<file path="src/design/puqt_pkg.sv">
// shared types, constants and request codes of the per-user byte quota table
`timescale 1ns / 1ps

package puqt_pkg;

	// table geometry
	localparam int unsigned USERS  = 1024;
	localparam int unsigned ADDR_W = $clog2(USERS);

	// field widths
	localparam int unsigned REQ_W     = 3;
	localparam int unsigned IDX_W     = 10;
	localparam int unsigned BYTES_W   = 48;
	localparam int unsigned IP_W      = 32;
	localparam int unsigned LEN_W     = 16;
	localparam int unsigned MIB_W     = 28;
	localparam int unsigned MIB_SHIFT = 20;
	localparam int unsigned CFG_IDX_W = 3;

	// request codes
	localparam logic [REQ_W-1:0] REQ_PACKET     = 3'd0;
	localparam logic [REQ_W-1:0] REQ_TICK       = 3'd1;
	localparam logic [REQ_W-1:0] REQ_SET_LIMITS = 3'd2;
	localparam logic [REQ_W-1:0] REQ_SET_BAL    = 3'd3;
	localparam logic [REQ_W-1:0] REQ_READ       = 3'd4;

	// configuration register indexes
	localparam logic [CFG_IDX_W-1:0] CFG_DEF_START = 3'd0;
	localparam logic [CFG_IDX_W-1:0] CFG_DEF_DAILY = 3'd1;
	localparam logic [CFG_IDX_W-1:0] CFG_DEF_CAP   = 3'd2;
	localparam logic [CFG_IDX_W-1:0] CFG_PREFIX    = 3'd3;
	localparam logic [CFG_IDX_W-1:0] CFG_MASK      = 3'd4;

	// configuration reset values
	localparam logic [BYTES_W-1:0] RST_DEF_START = 48'd7516192768;
	localparam logic [BYTES_W-1:0] RST_DEF_DAILY = 48'd1073741824;
	localparam logic [BYTES_W-1:0] RST_DEF_CAP   = 48'd22548578304;

	// one table entry as stored in memory
	typedef struct packed {
		logic               valid;
		logic [BYTES_W-1:0] start;
		logic [BYTES_W-1:0] daily;
		logic [BYTES_W-1:0] cap;
		logic [BYTES_W-1:0] balance;
	} slot_t;

	localparam int unsigned SLOT_W = $bits(slot_t);

	// one accepted request word
	typedef struct packed {
		logic [REQ_W-1:0] req_type;
		logic [IDX_W-1:0] user_index;
		logic             is_ip;
		logic [IP_W-1:0]  src_addr;
		logic [IP_W-1:0]  dst_addr;
		logic [LEN_W-1:0] pkt_len;
		logic [MIB_W-1:0] start_mib;
		logic [MIB_W-1:0] daily_mib;
		logic [MIB_W-1:0] cap_mib;
	} req_t;

	// configured defaults and the internal prefix
	typedef struct packed {
		logic [BYTES_W-1:0] start;
		logic [BYTES_W-1:0] daily;
		logic [BYTES_W-1:0] cap;
		logic [IP_W-1:0]    prefix;
		logic [IP_W-1:0]    mask;
	} dflt_t;

	// result of one slot update
	typedef struct packed {
		slot_t slot;
		logic  charged;
		logic  exhausted;
	} upd_t;

endpackage

</file>
<file path="src/design/puqt_update.sv">
// slot update: set-up of new slots, packet charge, limit and balance writes and daily refill
`timescale 1ns / 1ps

module puqt_update import puqt_pkg::*; (
	input  req_t  req,
	input  slot_t cur,
	input  dflt_t dflt,
	output upd_t  upd
);

	slot_t              base;
	slot_t              nxt;
	logic               src_int;
	logic               dst_int;
	logic [BYTES_W-1:0] len_w;
	logic [BYTES_W-1:0] bal_chg;
	logic [BYTES_W:0]   refill_sum;
	logic               chg;
	logic               exh;

	// internal address match under the mask
	assign src_int = ((req.src_addr ^ dflt.prefix) & dflt.mask) == '0;
	assign dst_int = ((req.dst_addr ^ dflt.prefix) & dflt.mask) == '0;

	// a slot first touched by a packet, limit, balance or read request starts from the defaults
	always_comb begin
		base = cur;
		if (!cur.valid) begin
			base.valid   = 1'b1;
			base.start   = dflt.start;
			base.daily   = dflt.daily;
			base.cap     = dflt.cap;
			base.balance = dflt.start;
		end
	end

	// saturating charge and daily refill
	assign len_w      = BYTES_W'(req.pkt_len);
	assign bal_chg    = (base.balance >= len_w) ? (base.balance - len_w) : '0;
	assign refill_sum = {1'b0, cur.balance} + {1'b0, cur.daily};

	// per request kind
	always_comb begin
		nxt = base;
		chg = 1'b0;
		exh = 1'b0;
		unique case (req.req_type)
			REQ_PACKET: begin
				if (req.is_ip && !(src_int && dst_int)) begin
					nxt.balance = bal_chg;
					chg         = 1'b1;
					exh         = (base.start != '0) && (bal_chg == '0);
				end
			end
			REQ_TICK: begin
				nxt = cur;
				if (cur.valid) begin
					nxt.balance = (refill_sum > {1'b0, cur.cap}) ? cur.cap
						: refill_sum[BYTES_W-1:0];
				end
			end
			REQ_SET_LIMITS: begin
				nxt.start = {req.start_mib, MIB_SHIFT'(0)};
				nxt.daily = {req.daily_mib, MIB_SHIFT'(0)};
				nxt.cap   = {req.cap_mib, MIB_SHIFT'(0)};
			end
			REQ_SET_BAL: begin
				nxt.balance = {req.start_mib, MIB_SHIFT'(0)};
			end
			REQ_READ: begin
				nxt = base;
			end
			default: begin
				nxt = cur;
			end
		endcase
	end

	assign upd.slot      = nxt;
	assign upd.charged   = chg;
	assign upd.exhausted = exh;

endmodule

</file>
<file path="config.mk">
export PLATFORM = sky130hd
export DESIGN_NAME = puqt_update
export DESIGN_NICKNAME = d
export VERILOG_FILES = /design/src/design/puqt_pkg.sv /design/src/design/puqt_update.sv
export SDC_FILE = /design/constraint.sdc
export NUM_CORES = 1
export LEC_CHECK = 0
export BUFFER_PORTS_ARGS = -buffer_cell sky130_fd_sc_hd__buf_2
export CORE_AREA = 2 2 299 301
export DETAILED_ROUTE_END_ITERATION = 8
export DIE_AREA = 0 0 301 303
export SETUP_SLACK_MARGIN = 0.05
export SLEW_MARGIN = 0
export SYNTH_ARGS = -nofsm -noshare
export SYNTH_HDL_FRONTEND = slang
export SYNTH_SLANG_ARGS = --single-unit
</file>
<file path="constraint.sdc">
create_clock -name vclk -period 4.82
set_clock_uncertainty 0.1 [all_clocks]
set_input_delay 0.241 -clock vclk [all_inputs]
set_output_delay 0.241 -clock vclk [all_outputs]
set_load 0.01 [all_outputs]
</file>
## Word-level counts from Yosys, hierarchy flattened

Index checks and enable logic that the tools add are counted.

| word-level totals | value |
|---|---|
| bits in registers | 0 |
| bits of input ports | 579 |
| output and inout bits | 195 |

| operators by class | value |
|---|---|
| bitwise logic cells | 4 |
| equality and inequality tests | 4 |
| mux-type cells | 12 |
| $add $sub $neg | 2 |
| magnitude comparators | 2 |
| reductions and logical operators | 12 |

Operators with widths:

| cell | number |
|---|---|
| $pmux W144 S2 | 1 |
| $mux W192 | 1 |
| $mux W48 | 4 |
| $pmux W48 S4 | 1 |
| $and A32 B32 Y32 | 2 |
| $logic_not A32 Y1 | 2 |
| $xor A32 B32 Y32 | 2 |
| $add A48 B48 Y49 | 1 |
| $gt A49 B48 Y1 | 1 |
| $ge A48 B16 Y1 | 1 |
| $logic_not A48 Y1 | 1 |
| $reduce_bool A48 Y1 | 1 |
| $sub A48 B16 Y48 | 1 |
| $eq A3 B2 Y1 const B | 2 |
| $mux W1 | 5 |
| $reduce_or A4 Y1 | 1 |
| $eq A3 B1 Y1 const B | 1 |
| $eq A3 B3 Y1 const B | 1 |
| $logic_and A1 B1 Y1 | 3 |
| $logic_not A3 Y1 | 1 |
| $reduce_or A3 Y1 | 1 |
| $reduce_or A2 Y1 | 1 |
| $logic_not A1 Y1 | 1 |

## Logic depth before layout (Yosys ltp)

Gate-level depths: netlist (run 1).

| depth | value |
|---|---|
| depth after elaboration | 8 |
| mapped depth | 24 |
| gate-level depth less buffers | 22 |

## Least setup slack after synthesis (run 1)

OpenSTA, ideal clock, no wires.

| timing path | value |
|---|---|
| kind | in2out |
| start point | input cur[13] (netlist bit) |
| end point | output upd[47] (netlist bit) |
| data arrival time | 4.912 ns |
| path slack | -0.433 ns |
| stages | 21 |
| cells stage by stage | ha_1 clkbuf_1 nand2_1 nor3_1 nor4b_1 nor3_1 o41ai_1 nand4_1 o311a_1 ha_1 nand4_1 nor4_1 nand4_1 nor4_1 a21oi_1 nor2_1 buf_2 buf_2 buf_1 o221ai_1 a2bb2oi_1 |

RTL lines:

| what | line | RTL |
|---|---|---|
| start: declaration | puqt_update.sv:6 | `input slot_t cur,` |
| end: declaration | puqt_update.sv:8 | `output upd_t upd` |

==> results of run 1 <==
==> final cells by class <==
cell class / count / area (um2)
antenna: 6 / 15.0
fill: 9850 / 65600
inverter: 176 / 661
multi-input combinational: 1793 / 13000
tap: 1165 / 1460
timing repair buffer: 1167 / 7160
==> logic make-up (layout without fill, tap and decap cells) <==
kind of cell / Yosys count / count (layout) / share of synthesized area (%)
AND/OR/NAND/NOR: 677 / 677 / 25.0
multiplexers: 76 / 76 / 6.03
AO/OA/AOI/OAI: 813 / 813 / 41.3
buffers and inverters: 323 / 1343 / 9.53
XOR/XNOR: 113 / 113 / 7.37
other: 0 / 6 / 0
adder cells (fa/ha/maj): 114 / 114 / 10.7
==> metal layers <==
metal | GRT usage [%] | up-vias | part of all wire [%]
li1 | - | 10068 | -
met1 | 27.4 | 10119 | 43
met2 | 36.2 | 966 | 47
met3 | 2.82 | 188 | 6.6
met4 | 5.15 | 28 | 3.4
met5 | 0 | - | 0.16
==> worst max-delay path by stage <==
stage | endpoint | start | depth (start not counted)
after detailed placement | upd[2] | cur[0] | 25
after floorplan | upd[15] | cur[0] | 24
final | upd[17] | cur[96] | 28
after global placement | upd[2] | cur[1] | 25
after CTS | upd[26] | cur[1] | 29
after global routing | upd[43] | cur[96] | 27
==> what timing repair did <==
action / CTS / global route
gates resized for setup: 120 / 98
setup endpoints to repair: 48 / 49
buffers inserted: 21 / 12
hold buffers: 0 / 0
pin swaps: 54 / 39
cloned: 0 / 1
==> synth_stat cells, types with 14 or more instances <==
cell type | count | area, um2
a21oi_1 | 251 | 1260
nor2_1 | 189 | 709
inv_1 | 175 | 657
nand2_1 | 158 | 593
ha_1 | 112 | 1400
clkbuf_1 | 108 | 405
o21ai_0 | 102 | 510
xor2_1 | 63 | 552
a222oi_1 | 62 | 621
a22o_1 | 62 | 543
nand3_1 | 62 | 310
mux2i_1 | 51 | 510
xnor2_1 | 50 | 438
a211oi_1 | 45 | 338
nor3_1 | 45 | 225
a21o_1 | 42 | 315
nand4_1 | 38 | 238
nor2b_1 | 34 | 213
a31oi_1 | 32 | 200
nor4_1 | 28 | 175
a22oi_1 | 27 | 203
or3_1 | 25 | 156
mux2_2 | 22 | 248
o21a_1 | 21 | 158
o211ai_1 | 19 | 143
and3_1 | 18 | 113
o22a_1 | 18 | 158
buf_2 | 16 | 80.1
o22ai_1 | 16 | 100
buf_1 | 15 | 56.3
nor3b_1 | 14 | 105
==> power breakdown <==
part	switching, mW	leakage, nW	internal, mW
logic	1.87	11.0	1.53
clock network	0	0.0000380	0.000000167
registers	0	0	0
==> flow_summary.yaml, run 1 <==
run_status:
  outcome: "finished, violations left"
  failed_checks: "DRC, setup timing"
cells_and_area:
  final_common_cell: "buf_2"
  fin_area_um2: 22300
  drive_gt1_share_pct: 43.0
  regArea_um2: 0
  nets: 3831
  instances_no_fill: 4307
  seq_cells: 0
  final_cell_mix: "buf_2, buf_4, a21oi_1, nor2_1, inv_1"
  syn_to_final_growth_pct: 66.4
  fin_util_pct: 25.4
  nClkBuffers: 0
global_route:
  grt_usage_pct: 21.0
  grt_max_degree: 129
  antenna_found_initial: 32
  grt_pass1_wl_um: 140000
  overflow: 0
  grt_pass1_vias: 20294
pwr:
  total_power_mw: 3.41
  powerDensity_nw_per_um2: 153
  p_leak_nw: 11.0
  ir_worst_vdd_uv: 53.0
routing:
  vias_per_cell: 4.96
  drt-initial-drc-count: 1660
  wirelength_um: 103000
  routedWlPerCell_um: 23.9
  drcViolationCount: 1
  ant_nets: 0
  vias: 21369
  drt_first_pass_iters: 9
worst_setup_path:
  endpoint_kind: "output pin"
  critPathBufInv: 9
  crit_type: "input port to output pin"
  worstPathMaxFanout: 6
  crit_path_max_incr_delay_ns: 0.39
  crit_family: "compound AO/OA/AOI/OAI gates"
  worstSetupStartpointType: "input port"
  cpMaxStageDelayCell: "fa_2"
  crit_top_cell: "buf_4"
  required_ns: 4.48
  crit_arrival_ns: 5.21
synth:
  yosys_warnings: 0
  avgSynthCellArea_um2: 6.34
  synth_cell_types: 85
  synth_cells: 2116
  synth_seq_area_share_pct: 0
  synth_area_um2: 13400
  syn_nets: 2809
min_path:
  holdPathEnd: "upd[63]"
  min_path_cells: 3
  hp-class: "input port to output pin"
  hp-start: "dflt[77]"
sta:
  rsz0062_at_grt: "yes"
  drv_slew: 0
  hold_viol: 0
  max_freq_mhz: 180
  timing.setup.tns_ns: -29.18
  maxSlewHeadroom_pct: 21.0
  holdWs_ns: 0.684
  fin_crit_sh_pct: 115
  setup_viol: 48
  max_slew.worst_pin.slew_ns: 1.19
  setup_slack_ns: -0.733
  min_period_ns: 5.55
placed_design:
  dp_cells: 4268
  portBuffers: 764
  pre_cts_ws_ns: -1.09
  post-dp-hpwl_um: 89400
  gp_congestion: 0.970
  place_area_um2: 21100
die:
  initial_core_util_pct: 15.3
  die_w_um: 301
  die_h_um: 303
  io_pins: 774
  die_area_um2: 91200
  rows: 109
  core_um2: 88000
run:
  drv_cap: 0
Note: power is estimated with default switching activity, not from simulation.
==> run 2, diff against run 1 <==
==> constraint.sdc (replaced) <==
create_clock -name vclk -period 5.1
set_clock_uncertainty 0.1 [all_clocks]
set_input_delay 0.255 -clock vclk [all_inputs]
set_output_delay 0.255 -clock vclk [all_outputs]
set_load 0.01 [all_outputs]
==> flow_summary.yaml, run 2 (synthesis gave the netlist of run 1 again) <==
pwr:
  p_comb_share_pct: 100.0
  intPower_mw: 1.50
  p_switching_mw: 1.85
  seqPwrFrac_pct: 0
  p_leak_nw: 11.1
  p_clk_share_pct: 0
  total_power_mw: 3.35
  swShare_pct: 55.3
  ir_worst_vdd_uv: 61.6
  powerDensity_nw_per_um2: 148
cells_and_area:
  fin_area_um2: 22600
  drive_gt1_share_pct: 43.6
  final_common_cell: "buf_2"
  fin_util_pct: 25.7
  nets: 3830
  seq_cells: 0
  nClkBuffers: 0
  syn_to_final_growth_pct: 68.5
  final_cell_mix: "buf_2, buf_4, a21oi_1, inv_1, nor2_1"
  regArea_um2: 0
  instances_no_fill: 4310
routing:
  drcViolationCount: 0
  routedWlPerCell_um: 24.5
  ant_nets: 0
  wirelength_um: 106000
  drt_first_pass_iters: 6
  vias: 21418
  drt-initial-drc-count: 1889
  vias_per_cell: 4.97
worst_setup_path:
  cpMaxStageDelayCell: "nor4_2"
  crit_arrival_ns: 5.21
  crit_top_cell: "buf_6"
  critPathBufInv: 9
  crit_path_max_incr_delay_ns: 0.36
  startpoint: "cur[16]"
  endpoint_kind: "output pin"
  required_ns: 4.74
  worstPathMaxFanout: 7
  worstSetupStartpointType: "input port"
  crit_family: "simple AND/OR/NAND/NOR gates"
  crit_type: "input port to output pin"
placed_design:
  place_area_um2: 21000
  post-dp-hpwl_um: 91400
  pre_cts_ws_ns: -1.09
  gp_congestion: 0.949
  portBuffers: 764
  dp_cells: 4264
sta:
  fin_crit_sh_pct: 109
  holdWs_ns: 0.712
  hold_viol: 0
  max_slew.worst_pin.slew_ns: 1.09
  drv_slew: 0
  max_freq_mhz: 180
  rsz0062_at_grt: "yes"
  setup_slack_ns: -0.462
  setup_viol: 48
  min_period_ns: 5.56
  maxSlewHeadroom_pct: 27.0
  timing.setup.tns_ns: -16.32
global_route:
  grt_usage_pct: 21.4
  antenna_found_initial: 31
  overflow: 0
  grt_pass1_vias: 20142
  grt_max_degree: 119
  grt_pass1_wl_um: 142000
die:
  die_w_um: 301
  die_area_um2: 91200
  core_um2: 88000
  rows: 109
  initial_core_util_pct: 15.3
  die_h_um: 303
  io_pins: 774
run:
  drv_cap: 0
run_status:
  failed_checks: "setup timing"
  outcome: "finished, violations left"
clock_network:
  hold_buffers: 0
min_path:
  hp-start: "dflt[120]"
  hp-class: "input port to output pin"
[run 2: cell count changes in the layout (fill, tap and decap cells not counted), moves of 5 or more]
cell / before / now
ha_4: 12 / 17
buf_2: 737 / 725
nand2_1: 148 / 138
nand2_2: 7 / 16
a21oi_4: 2 / 7
a21oi_1: 233 / 226
[run 2: worst paths after layout]
check	end	slack [ns]	depth (start not counted)
setup / recovery	upd[13]	-0.46	28
hold / removal	upd[106]	0.71	3
[run 2: layer usage]
| layer | routed length, um | global-route usage, % |
|---|---|---|
| met5 | 121 | 0 |
| met4 | 3920 | 5.83 |
| met3 | 6670 | 2.51 |
| met2 | 49400 | 36.9 |
| met1 | 45600 | 28.0 |
[run 2: repair_timing]
item,in CTS,in global routing
setup endpoints to repair,48,49
endpoints found under the hold margin,0,0
setup buffers,19,16
gates resized for setup,125,166
cloned,1,3
pin swaps,55,72
[run 2: power by group through the flow]
| stage | Combinational, mW | Sequential (mW) | Clock [mW] |
|---|---|---|---|
| 6_report | 3.35 | 0 | 0.000000173 |
| 5_1_grt | 3.59 | 0 | 0.000000154 |
| 4_1_cts | 3.09 | 0 | 0 |
| 3_5_place_dp | 2.92 | 0 | 0 |
| 3_3_place_gp | 2.92 | 0 | 0 |
| 2_1_floorplan | 1.41 | 0 | 0 |
[run 2: final cells by class]
class	count	area (um2)
well taps	1165	1460
repair buffers	1166	7290
multi-input cells	1793	13200
diodes	10	25.0
fillers	9867	65300
inverters	176	661
[run 2: worst min-delay path: stages]
cell,delay (ns)
buf_2,0.08
a22o_1,0.11
buf_2,0.12
